## config.mk

```make
export PLATFORM = sky130hd
export DESIGN_NAME = unique_sorted_index_collector
export DESIGN_NICKNAME = d
export VERILOG_FILES = /design/src/usic_pkg.sv /design/src/unique_sorted_index_collector.sv /design/src/usic_cell.sv
export SDC_FILE = /design/constraint.sdc
export NUM_CORES = 1
export LEC_CHECK = 0
export ABC_AREA = 1
export BUFFER_PORTS_ARGS = -buffer_cell sky130_fd_sc_hd__clkbuf_2
export CELL_PAD_IN_SITES_DETAIL_PLACEMENT = 1
export CELL_PAD_IN_SITES_GLOBAL_PLACEMENT = 2
export CORE_ASPECT_RATIO = 0.5
export CORE_MARGIN = 10
export CORE_UTILIZATION = 41
export CTS_CLUSTER_DIAMETER = 150
export DETAILED_ROUTE_END_ITERATION = 10
export MAX_ROUTING_LAYER = met4
export PLACE_DENSITY_LB_ADDON = 0.25
export SYNTH_ARGS = -nofsm -noshare
export SYNTH_HDL_FRONTEND = slang
export SYNTH_HIERARCHICAL = 1
export SYNTH_SLANG_ARGS = --single-unit
```

## constraint.sdc

```tcl
create_clock -name clk -period 9.8 [get_ports clk]
set_input_delay 0.98 -clock clk [delete_from_list [all_inputs] [get_ports clk]]
set_output_delay 0.98 -clock clk [all_outputs]
set_load 0.005 [all_outputs]
```

## src/usic_pkg.sv

```systemverilog
// usic_pkg: shared types and constants for the unique sorted index collector.
// Holds the beat structs, cell control struct, FSM state enum and defaults.
// No dependencies.
package usic_pkg;

    localparam int IDX_W           = 6;   // bucket_index / sorted_index width
    localparam int IDX_VALS        = 64;  // 2**IDX_W
    localparam int DCNT_W          = 5;   // distinct_count field width
    localparam int MAX_ENTRIES_DEF = 16;
    localparam int BUCKETS_DEF     = 64;

    typedef struct packed {
        logic [IDX_W-1:0] bucket_index;
        logic             batch_end;
    } item_t;

    typedef struct packed {
        logic [IDX_W-1:0]  sorted_index;
        logic              final_entry;
        logic [DCNT_W-1:0] distinct_count;
        logic              overflow;
    } result_t;

    typedef struct packed {
        logic insert;   // shift-insert the broadcast index
        logic drain;    // shift the row toward cell 0
    } cell_ctrl_t;

    typedef enum logic {
        ST_COLLECT,
        ST_DRAIN
    } state_t;

endpackage

```

## src/unique_sorted_index_collector.sv

```systemverilog
// unique_sorted_index_collector: top level, deduplicating insertion sorter.
// Depends on usic_pkg and usic_cell.
//
// Usage
//   Input channel (item_valid/item_ready/item): one bucket index per beat.
//   The index is folded modulo BUCKETS, compared against every occupied slot
//   of a row of MAX_ENTRIES cells, dropped if already held, and otherwise
//   shift-inserted at its ascending place in the same cycle. While collecting,
//   item_ready is high and one beat is absorbed per cycle.
//   A distinct index arriving with the row full is dropped and sets the
//   overflow flag for the batch.
//   On the beat with batch_end set, the block switches to draining: from the
//   next cycle result_valid is high and cell 0 (the smallest index) is shown
//   on the result channel. Each accepted result beat shifts the row down one
//   cell, so N distinct indices leave as N beats, smallest first.
//   item_ready is low for the whole drain. final_entry marks the last
//   beat; distinct_count and overflow are the same on every beat of a batch.
//   A receiver stall simply holds the row and the result payload.
//   After the final beat, count and overflow clear and collection resumes
//   in the next cycle.
//   Reset (rst_n low, async) empties the row and returns to collecting; the
//   cell contents themselves are not cleared, the fill count masks them.
module unique_sorted_index_collector #(
    parameter int MAX_ENTRIES = usic_pkg::MAX_ENTRIES_DEF,
    parameter int BUCKETS     = usic_pkg::BUCKETS_DEF
) (
    input  logic              clk,
    input  logic              rst_n,
    input  logic              item_valid,
    output logic              item_ready,
    input  usic_pkg::item_t   item,
    output logic              result_valid,
    input  logic              result_ready,
    output usic_pkg::result_t result
);

    localparam int CNT_W = $clog2(MAX_ENTRIES + 1);
    localparam int IDX_W = usic_pkg::IDX_W;

    usic_pkg::state_t     state_reg, state_next;
    logic [CNT_W-1:0]     cnt_reg, cnt_next;
    logic [CNT_W-1:0]     total_reg, total_next;
    logic                 ovf_reg, ovf_next;

    // Fold table: index modulo BUCKETS, worked out at elaboration.
    logic [IDX_W-1:0]     fold_lut [usic_pkg::IDX_VALS];
    logic [IDX_W-1:0]     new_idx;

    logic [IDX_W-1:0]     cell_val [MAX_ENTRIES];
    logic [MAX_ENTRIES-1:0] cell_gt;
    logic [MAX_ENTRIES-1:0] cell_eq;
    logic [MAX_ENTRIES-1:0] cell_occ;

    usic_pkg::cell_ctrl_t ctrl;
    logic                 in_fire;
    logic                 out_fire;
    logic                 dup;
    logic                 full;
    logic                 last_beat;

    genvar g;
    generate
        for (g = 0; g < usic_pkg::IDX_VALS; g++)
        begin : g_fold
            assign fold_lut[g] = IDX_W'(g % BUCKETS);
        end
    endgenerate

    assign new_idx   = fold_lut[item.bucket_index];
    assign in_fire   = item_valid && item_ready;
    assign out_fire  = result_valid && result_ready;
    assign dup       = |cell_eq;
    assign full      = (cnt_reg == CNT_W'(MAX_ENTRIES));
    assign last_beat = (cnt_reg == CNT_W'(1));

    assign ctrl.insert = in_fire && !dup && !full;
    assign ctrl.drain  = out_fire;

    // Row of cells: insertion shifts up from the insert point, drain shifts down.
    generate
        for (g = 0; g < MAX_ENTRIES; g++)
        begin : g_cell
            logic [IDX_W-1:0] left_val;
            logic             left_gt;
            logic [IDX_W-1:0] right_val;

            assign cell_occ[g] = (CNT_W'(g) < cnt_reg);

            if (g == 0)
            begin : g_first
                assign left_val = new_idx;
                assign left_gt  = 1'b0;
            end
            else
            begin : g_mid
                assign left_val = cell_val[g-1];
                assign left_gt  = cell_gt[g-1];
            end

            if (g == MAX_ENTRIES - 1)
            begin : g_last
                assign right_val = cell_val[g];
            end
            else
            begin : g_inner
                assign right_val = cell_val[g+1];
            end

            usic_cell u_cell (
                .clk       (clk),
                .ctrl      (ctrl),
                .occupied  (cell_occ[g]),
                .new_idx   (new_idx),
                .left_val  (left_val),
                .left_gt   (left_gt),
                .right_val (right_val),
                .val       (cell_val[g]),
                .gt        (cell_gt[g]),
                .eq        (cell_eq[g])
            );
        end
    endgenerate

    // Next state
    always_comb
    begin
        state_next = state_reg;
        unique case (state_reg)
            usic_pkg::ST_COLLECT:
            begin
                if (in_fire && item.batch_end)
                begin
                    state_next = usic_pkg::ST_DRAIN;
                end
            end
            usic_pkg::ST_DRAIN:
            begin
                if (out_fire && last_beat)
                begin
                    state_next = usic_pkg::ST_COLLECT;
                end
            end
            default:
            begin
                state_next = usic_pkg::ST_COLLECT;
            end
        endcase
    end

    // FSM outputs
    always_comb
    begin
        item_ready   = 1'b0;
        result_valid = 1'b0;
        unique case (state_reg)
            usic_pkg::ST_COLLECT: item_ready   = 1'b1;
            usic_pkg::ST_DRAIN:   result_valid = 1'b1;
            default:              item_ready   = 1'b0;
        endcase
    end

    // Count, batch total and overflow flag; input and result beats never
    // fire in the same cycle, and with neither everything holds.
    always_comb
    begin
        cnt_next   = cnt_reg;
        total_next = total_reg;
        ovf_next   = ovf_reg;
        if (in_fire)
        begin
            cnt_next = cnt_reg + CNT_W'(ctrl.insert);
            if (!dup && full)
            begin
                ovf_next = 1'b1;
            end
            if (item.batch_end)
            begin
                total_next = cnt_reg + CNT_W'(ctrl.insert);
            end
        end
        else if (out_fire)
        begin
            cnt_next = cnt_reg - CNT_W'(1);
            if (last_beat)
            begin
                ovf_next = 1'b0;
            end
        end
    end

    always_ff @(posedge clk or negedge rst_n)
    begin
        if (!rst_n)
        begin
            state_reg <= usic_pkg::ST_COLLECT;
            cnt_reg   <= '0;
            total_reg <= '0;
            ovf_reg   <= 1'b0;
        end
        else
        begin
            state_reg <= state_next;
            cnt_reg   <= cnt_next;
            total_reg <= total_next;
            ovf_reg   <= ovf_next;
        end
    end

    // Result beat comes straight from cell 0 and the batch registers.
    assign result.sorted_index   = cell_val[0];
    assign result.final_entry    = last_beat;
    assign result.distinct_count = usic_pkg::DCNT_W'(total_reg);
    assign result.overflow       = ovf_reg;

endmodule

```

## src/usic_cell.sv

```systemverilog
// usic_cell: one slot of the sorted insertion row.
// Depends on usic_pkg (cell_ctrl_t, IDX_W).
module usic_cell (
    input  logic                        clk,
    input  usic_pkg::cell_ctrl_t        ctrl,
    input  logic                        occupied,
    input  logic [usic_pkg::IDX_W-1:0]  new_idx,
    input  logic [usic_pkg::IDX_W-1:0]  left_val,
    input  logic                        left_gt,
    input  logic [usic_pkg::IDX_W-1:0]  right_val,
    output logic [usic_pkg::IDX_W-1:0]  val,
    output logic                        gt,
    output logic                        eq
);

    logic [usic_pkg::IDX_W-1:0] val_reg;
    logic [usic_pkg::IDX_W-1:0] val_next;

    // An empty slot acts as +infinity so the new index lands at the first one.
    assign gt  = !occupied || (val_reg > new_idx);
    assign eq  = occupied && (val_reg == new_idx);
    assign val = val_reg;

    // insert and drain never come together; with neither the slot holds
    always_comb
    begin
        val_next = val_reg;
        if (ctrl.insert)
        begin
            if (gt)
            begin
                val_next = left_gt ? left_val : new_idx;
            end
        end
        else if (ctrl.drain)
        begin
            val_next = right_val;
        end
    end

    always_ff @(posedge clk)
    begin
        val_reg <= val_next;
    end

endmodule

```

## Yosys cells after proc, flatten, opt, wreduce, memory -nomap -nowiden

Memory sizes are Yosys's and may differ from the RTL's.
Index checks and enable logic that the tools add are counted.

| storage, ports and cells | value |
|---|---|
| bits of input ports | 11 |
| output and inout bits | 15 |
| memories | 1 |
| bits in read-only memories | 384 |
| flip-flop bits (word level) | 108 |
| logic and storage cells | 244 |

| operators by class | value |
|---|---|
| equality and inequality tests | 34 |
| magnitude comparators | 33 |
| $add $sub $neg | 2 |
| mux-type cells | 73 |
| bitwise operators | 2 |
| reductions and logical operators | 79 |

Memories:

| memory | words | bits a word | rd ports | clocked after memory_dff | wr ports | line | RTL |
|---|---|---|---|---|---|---|---|
| (name not given) | 64 | 6 | 1 | 0 | 0 | unique_sorted_index_collector.sv:69 | `assign new_idx = fold_lut[item.bucket_index];` |

Operators with widths:

| cell | count |
|---|---|
| $mux W6 | 62 |
| $eq A6 B6 Y1 | 16 |
| $gt A6 B6 Y1 | 16 |
| $lt A4 B5 Y1 const A | 8 |
| $reduce_and A2 Y1 | 17 |
| $ne A2 B1 Y1 const B | 16 |
| $logic_and A1 B1 Y1 | 23 |
| $lt A3 B5 Y1 const A | 4 |
| $logic_not A1 Y1 | 18 |
| $logic_or A1 B1 Y1 | 16 |
| $reduce_or A16 Y1 | 1 |
| $lt A1 B5 Y1 const A | 2 |
| $lt A2 B5 Y1 const A | 2 |
| $mux W5 | 2 |
| $mux W1 | 8 |
| $ge A7 B7 Y1 const B | 1 |
| $not A6 Y7 | 1 |
| $reduce_bool A2 Y1 | 3 |
| $add A5 B1 Y5 | 1 |
| $eq A5 B1 Y1 const B | 1 |
| $eq A5 B5 Y1 const B | 1 |
| $sub A5 B1 Y5 const B | 1 |
| $reduce_and A3 Y1 | 1 |
| $pmux W1 S2 | 1 |
| $not A1 Y1 | 1 |

## Logic depth before layout (Yosys ltp)

Gate-level depths: netlist of the first run.

| logic depth | value |
|---|---|
| depth in word-level cells | 12 |
| depth in mapped cells | 22 |
| mapped depth without buffers | 21 |

## Modules after synthesis

Netlist of the first run, hierarchy kept.

Modules (own cells, without submodules):

| module | instances | cells an instance | area each (µm²) | sequential area each (µm²) |
|---|---|---|---|---|
| usic_cell | 16 | 70 | 521.8 | 180.2 |
| unique_sorted_index_collector | 1 | 140 | 944.7 | 300.3 |

## Worst setup path before layout of the first run

Ideal clock, no wire load.

| timing | value |
|---|---|
| kind | in2reg |
| start point | input item[6] (netlist name) |
| end point | register cnt_reg[4] |
| setup slack | 3.213 ns |
| data arrival time | 6.470 ns |
| setup time | 0.117 ns |
| data required time | 9.683 ns |
| path buffers | 0 |
| stages on the path | 18 |
| cell sequence | inv_1 ha_1 nand2_2 nor2_4 nand4_2 inv_1 nor2_1 nand2_1 nor2_1 nand3_1 nor2_1 ha_1 ha_1 nand4_1 nand3_1 nand2_1 nand2_1 nand2_1 |

RTL lines:

| element | line | RTL |
|---|---|---|
| start: declaration | unique_sorted_index_collector.sv:31 | `input usic_pkg::item_t item,` |
| end signal: assignment | unique_sorted_index_collector.sv:203 | `cnt_reg <= cnt_next;` |
| end: declaration | unique_sorted_index_collector.sv:41 | `logic [CNT_W-1:0] cnt_reg, cnt_next;` |

==> results.txt, run 1 <==
----------------------------------------------------
[Setup path]
  Kind of start point of the critical path ... input pin
  Crit path max fanout ... 80
  Arrival time of data at the critical path endpoint ... 5450 ps
  Worst path required time ... 9880 ps
  Critical path capture point type ... register
  Endpoint of the worst register-to-register path ... g_cell[0].u_cell/val[4]
  CP Class ... in -> reg
  Worst reg-to-reg setup slack ... between 4000 and 5000 ps
  Worst r2r path cells ... 15
  Critical register-to-register path startpoint ... cnt_reg[4]

[Timing]
  Unrepaired setup endpoints after global routing ... no
  Fin Clk Skew ... between 10 and 15 ps
  Maximum clock rate ... about 190 MHz
  Period utilization ... 54.8%
  Endpoints failing hold ... 0
  Final critical-path required period ... 5370 ps
  Final setup violation count ... 0
  WHS ... 495 ps
  Setup WS post-layout ... 4430 ps
  TNS Setup ... 0 ps
  Least-Margin Pin Slew ... 1100 ps
  Headroom to the max-slew limit ... 26.6%
  Max-slew violation count ... 0

[Synthesis]
  Synthesized netlist cell count ... ~1300
  Yosys warning count ... 6
  Syn Std Cell Area ... 9290 um2
  Post-Synthesis Mean Instance Area ... between 7 and 8 um2

[Hold path]
  Hold-critical path endpoint ... total_reg[3]
  Worst hold path depth ... 1
  Worst min-delay path class ... reg -> reg
  Source of the worst hold timing path ... total_reg[3]

[Placement]
  HPWL after DPL ... 21.3 mm
  Worst Setup Slack post-DPL ... slightly above 4000 ps
  Port-buffer cells ... 25
  Placer congestion estimate ... 0.888

[Power and ir drop]
  Areal power density over the cells ... approximately 340 nW/um2
  Leakage power summed over all cells ... ~0.0053 uW
  Total power ... 3410 uW
  Maximum vdd ir drop ... 111 uV

[Finish]
  FILL cells ... around 2800
  Final cell utilization of the core ... 46.0%
  Net count, final ... ~1400
  Layout Area Growth over Synthesis ... 8.88%
  Diode count ... 0
  Number of flip-flops in the largest register ... 96
  Share of final-layout standard cells stronger than drive strength 1 ... 11.7%

[Die]
  Row count ... 38
  Chip Width ... 233 um
  Core area ... 22000 um2
  Die area ... 29400 um2
  IO Pins ... 26
  Die Y-Extent ... roughly 130 um
  Initial core utilization ... 42.3%

[Clock tree]
  Maximum buffer depth of the clock tree ... 2
  Clock-pin slew on the worst setup and hold paths ... 80 ps
  Hold-fix buffers, CTS ... 0
  TritonCTS clock tree ... done
  Num CTS Buffers ... 9
  Max H-tree Level ... 3
  Post_cts resized ... 0
  Clock insertion delay at the later pin of the skew report ... 370 ps
  Setup Buffers After CTS ... 0
  Clock tree sinks ... around 110
  Root buf cell ... sky130_fd_sc_hd__clkbuf_16

[GRT]
  Via count of the first global-routing pass ... 8591
  First-pass GRT wire length ... 45.6 mm
  Largest net degree at the start of global routing ... approximately 80
  Global-route usage over all layers ... ~20%
  Antenna violations before repair ... 0
  Remaining global-route overflow ... 0

[Job]
  # Max-Cap Violations ... 0

[Drt]
  Count of routing violations after the opening detailed-route iteration ... about 430
  Vias ... approximately 8200
  Drt pass-1 iters ... 5
  Antenna-violating nets left ... 0
  Routed length per placed instance ... 17.8 um
  Overall routed net length ... 28.6 mm
  Number of DRC violations after detailed routing ... 0
  Detail-routed via count per cell ... 5.10

[Outcome]
  Run status ... finished clean

----------------------------------------------------
==> cell type report <==
| type | instances | area [um2] | area share (%) |
|---|---|---|---|
| well taps | 300 | 375 | 3.71 |
| clock inverters | 7 | 65.1 | 0.644 |
| flip-flops and latches | 108 | 3180 | 31.5 |
| repair buffers | 30 | 163 | 1.61 |
| multi-input cells | 881 | 5080 | 50.3 |
| inverters | 271 | 1020 | 10.1 |
| clock buffers | 9 | 225 | 2.23 |
==> worst max path at each step <==
stage                  from                      end  slack (ps)  cells past startpoint
floorplan           item[6]               cnt_reg[4]        3210                     18
global placement    item[4]  g_cell[2].u_cell/val[1]        4160                     16
detailed placement  item[3]  g_cell[3].u_cell/val[5]        4040                     16
CTS                 item[3]  g_cell[2].u_cell/val[1]        4420                     16
global route        item[4]  g_cell[3].u_cell/val[5]        4050                     16
finish              item[4]  g_cell[0].u_cell/val[4]        4430                     16
==> report_power, final <==
part	internal, uW	switching [uW]	total (uW)	leakage (uW)
Clock	198	176	373	0.000145
Sequential	892	304	1200	0.00107
Combinational	607	1240	1840	0.00408
Total	1700	1720	3410	0.00530
==> metal layers <==
metal  global-route usage (%)  vias to the layer above  routed length, um
met1                     25.3                     3958              13400
met5                        -                        -                  0
met4                     3.26                        0                226
met3                     2.85                       20                968
li1                         -                     4093                  -
met2                     34.8                      119              14000
==> cell usage in the layout (no fill, tap or decap), types with 9 or more instances in the layout <==
cell type	n
sky130_fd_sc_hd__nand2_1	315
sky130_fd_sc_hd__inv_1	268
sky130_fd_sc_hd__nor2_1	126
sky130_fd_sc_hd__o21ai_0	124
sky130_fd_sc_hd__ha_1	101
sky130_fd_sc_hd__edfxtp_1	96
sky130_fd_sc_hd__o21ai_1	80
sky130_fd_sc_hd__nand2_2	34
sky130_fd_sc_hd__nand3_2	32
sky130_fd_sc_hd__clkbuf_2	25
sky130_fd_sc_hd__nor2_4	19
sky130_fd_sc_hd__nand4_2	16
sky130_fd_sc_hd__nand3_1	15
sky130_fd_sc_hd__dfrtp_1	12
sky130_fd_sc_hd__clkbuf_16	9
==> per-stage QoR <==
stage	cells	instance area, um2
after detailed placement	1590	9820
after global placement	1590	9820
after CTS	1606	10100
after global routing	1606	10100
final	1606	10100
after floorplan	1264	9310
==> worst max-delay path, cell delays in order <==
cell and delay (ps):
sky130_fd_sc_hd__clkbuf_2 670, sky130_fd_sc_hd__inv_1 160, sky130_fd_sc_hd__ha_1 370, sky130_fd_sc_hd__nand2_2 90, sky130_fd_sc_hd__nor2_4 40, sky130_fd_sc_hd__nand4_2 90, sky130_fd_sc_hd__inv_1 50, sky130_fd_sc_hd__nor2_1 110
sky130_fd_sc_hd__nand2_1 140, sky130_fd_sc_hd__nor2_1 250, sky130_fd_sc_hd__nand3_1 160, sky130_fd_sc_hd__nor2_4 850, sky130_fd_sc_hd__buf_4 760, sky130_fd_sc_hd__inv_1 280, sky130_fd_sc_hd__nand2_1 130, sky130_fd_sc_hd__nand2_1 200
Note: power is estimated with default switching activity, not from simulation.
==> inputs of run 2 (changes only) <==
CORE_UTILIZATION = 38   (was 41)
clock period = 5.1 ns   (was 9.8 ns; I/O delays follow)
==> results.txt, run 2 (synthesis results as in run 1) <==
----------------------------------------------------
[GRT]
  Global-route usage over all layers ... 20.1% (-0.11 points)
  Remaining global-route overflow ... 0 (unchanged)
  First-pass GRT wire length ... 47.6 mm (+4.4%)
  Largest net degree at the start of global routing ... 37 (-54%)
  Via count of the first global-routing pass ... 8747 (+1.8%)
  Antenna violations before repair ... 0 (unchanged)

[Power and ir drop]
  Maximum vdd ir drop ... 210 uV (+88%)
  Leakage power summed over all cells ... 0.00538 uW (+1.5%)
  Total power ... 6700 uW (+96%)
  Areal power density over the cells ... 652 nW/um2 (+93%)

[Hold path]
  Worst min-delay path class ... in -> async

[Clock tree]
  Root buf cell ... sky130_fd_sc_hd__clkbuf_16
  Max H-tree Level ... 3 (unchanged)
  Num CTS Buffers ... 9 (unchanged)
  Clock insertion delay at the later pin of the skew report ... 370 ps (about the same)
  Maximum buffer depth of the clock tree ... 2 (unchanged)
  Clock-pin slew on the worst setup and hold paths ... 80 ps (about the same)
  Setup Buffers After CTS ... 0 (unchanged)
  Hold-fix buffers, CTS ... 0 (unchanged)
  Post_cts resized ... 0 (unchanged)
  TritonCTS clock tree ... done
  Clock tree sinks ... 108 (unchanged)

[Timing]
  Fin Clk Skew ... 8.51 ps (-1.69 ps)
  Least-Margin Pin Slew ... 1030 ps (-66.0 ps)
  Endpoints failing hold ... 0 (unchanged)
  Maximum clock rate ... 280 MHz
  Headroom to the max-slew limit ... 31.1% (+4.5 points)
  Period utilization ... 70.1%
  Final critical-path required period ... around 3600 ps
  TNS Setup ... 0 ps (unchanged)
  Max-slew violation count ... 0 (unchanged)
  Unrepaired setup endpoints after global routing ... no
  Final setup violation count ... 0 (unchanged)

[Outcome]
  Run status ... finished clean

[Drt]
  Detailed-route wire length on metal 1 ... 14.4 mm (+7.4%)
  Count of routing violations after the opening detailed-route iteration ... 434 (+0.46%)
  Overall routed net length ... 30.0 mm (+5.0%)
  Sum of met2 wire segment lengths after detailed routing ... 14.3 mm (+1.7%)
  Routed length per placed instance ... 18.4 um (+3.1%)
  Detail-routed via count per cell ... 5.10 (about the same)
  Met3 WL ... 915 um (-5.5%)
  Drt pass-1 iters ... 5 (unchanged)
  Vias ... 8344 (+1.9%)
  Number of DRC violations after detailed routing ... 0 (unchanged)
  Highest metal layer used by the detailed router ... met4
  Antenna-violating nets left ... 0 (unchanged)

[Job]
  # Max-Cap Violations ... 0 (unchanged)

[Setup path]
  Arrival time of data at the critical path endpoint ... 3630 ps (-1820 ps)
  Crit path max fanout ... 21 (-74%)
  CP Class ... reg -> reg
  Kind of start point of the critical path ... register
  Worst path required time ... 5150 ps (-4730 ps)
  Critical path capture point type ... register

[Placement]
  Placer congestion estimate ... 0.871 (-1.9%)
  Port-buffer cells ... 25 (unchanged)
  HPWL after DPL ... 23.1 mm (+8.2%)

[Finish]
  Net count, final ... 1428 (+1.1%)
  Layout Area Growth over Synthesis ... 10.7%
  Most frequent cells in the layout ... sky130_fd_sc_hd__nand2_1, sky130_fd_sc_hd__inv_1, sky130_fd_sc_hd__nor2_1, sky130_fd_sc_hd__o21ai_0, sky130_fd_sc_hd__ha_1
  Number of flip-flops in the largest register ... 96 (unchanged)
  FILL cells ... 3034 (+7.5%)
  Share of final-layout standard cells stronger than drive strength 1 ... 12.8% (+1.1 points)
  Diode count ... 0 (unchanged)
  Most common cell after layout, fill and taps aside ... sky130_fd_sc_hd__nand2_1

[Die]
  Initial core utilization ... 38.7% (-3.6 points)
  Die area ... 31500 um2 (+6.9%)
  Die Y-Extent ... 131 um (+3.3%)
  Core area ... 24000 um2 (+9.4%)
  Row count ... 40 (+5.3%)
  Chip Width ... 241 um (+3.5%)
  IO Pins ... 26 (unchanged)

----------------------------------------------------
## run 2: changes by cell type in the layout (fill, tap and decap cells not counted), sizes merged
cell      previous run  this run
buf                  5        20
clkinv               4         2
clkbuf              34        35
clkinvlp             0         1
## run 2: path summary, 6_finish.rpt
| check | slack, ps | depth (start not counted) | start | end |
|---|---|---|---|---|
| max | 1520 | 16 | cnt_reg[4] | g_cell[7].u_cell/val[2] |
| min | 20 | 1 | rst_n | total_reg[4] |
| max reg2reg | 1520 | 16 | cnt_reg[4] | g_cell[7].u_cell/val[2] |
| min reg2reg | 490 | 2 | total_reg[1] | total_reg[1] |
| max in group asynchronous | 4840 | 1 | rst_n | ovf_reg |
| min in group clk | 430 | 3 | item[0] | state_reg |
## run 2: cell type report
class	instances	area, um2	share of cell area (%)
multi-input combinational	881	5080	49.4
sequential	108	3180	31.0
inverter	271	1020	9.90
tap	315	394	3.83
timing repair buffer	45	300	2.92
clock buffer	10	229	2.23
clock inverter	6	72.6	0.706
## run 2: metal layers
metal	track usage, %	vias up
li1	-	4111
met1	25.5	4068
met2	33.9	130
met3	2.61	35
met4	4.59	0
met5	-	-
## run 2: critical path: stages, from the launching register on
cell and delay [ps]:
sky130_fd_sc_hd__dfrtp_1 580, sky130_fd_sc_hd__inv_1 230, sky130_fd_sc_hd__nand2_1 270, sky130_fd_sc_hd__inv_1 90, sky130_fd_sc_hd__a21oi_1 440, sky130_fd_sc_hd__nand4_2 210
sky130_fd_sc_hd__inv_1 100, sky130_fd_sc_hd__nor2_1 50, sky130_fd_sc_hd__nand2_1 100, sky130_fd_sc_hd__nor2_1 90, sky130_fd_sc_hd__nand3_1 120, sky130_fd_sc_hd__nor2_4 60
sky130_fd_sc_hd__buf_12 170, sky130_fd_sc_hd__buf_4 180, sky130_fd_sc_hd__inv_1 200, sky130_fd_sc_hd__nand2_1 80, sky130_fd_sc_hd__nand2_1 270
## run 2: report_power, final
group / switching [uW] / internal [uW]
clock network: 357 / 387
logic: 2440 / 1210
registers: 602 / 1710
## run 2: stage by stage
step                      util (%)  area [um2]  setup WS (ps)  cells  hold WS (ps)
after floorplan                  -        9310            422   1264           214
after global placement        41.5        9980           1280   1620           413
after detailed placement      41.5        9980           1220   1620           415
after CTS                     42.8       10300           1480   1636          11.0
after global routing          42.8       10300           1260   1636          17.6
final                         42.8       10300           1520   1636          16.9
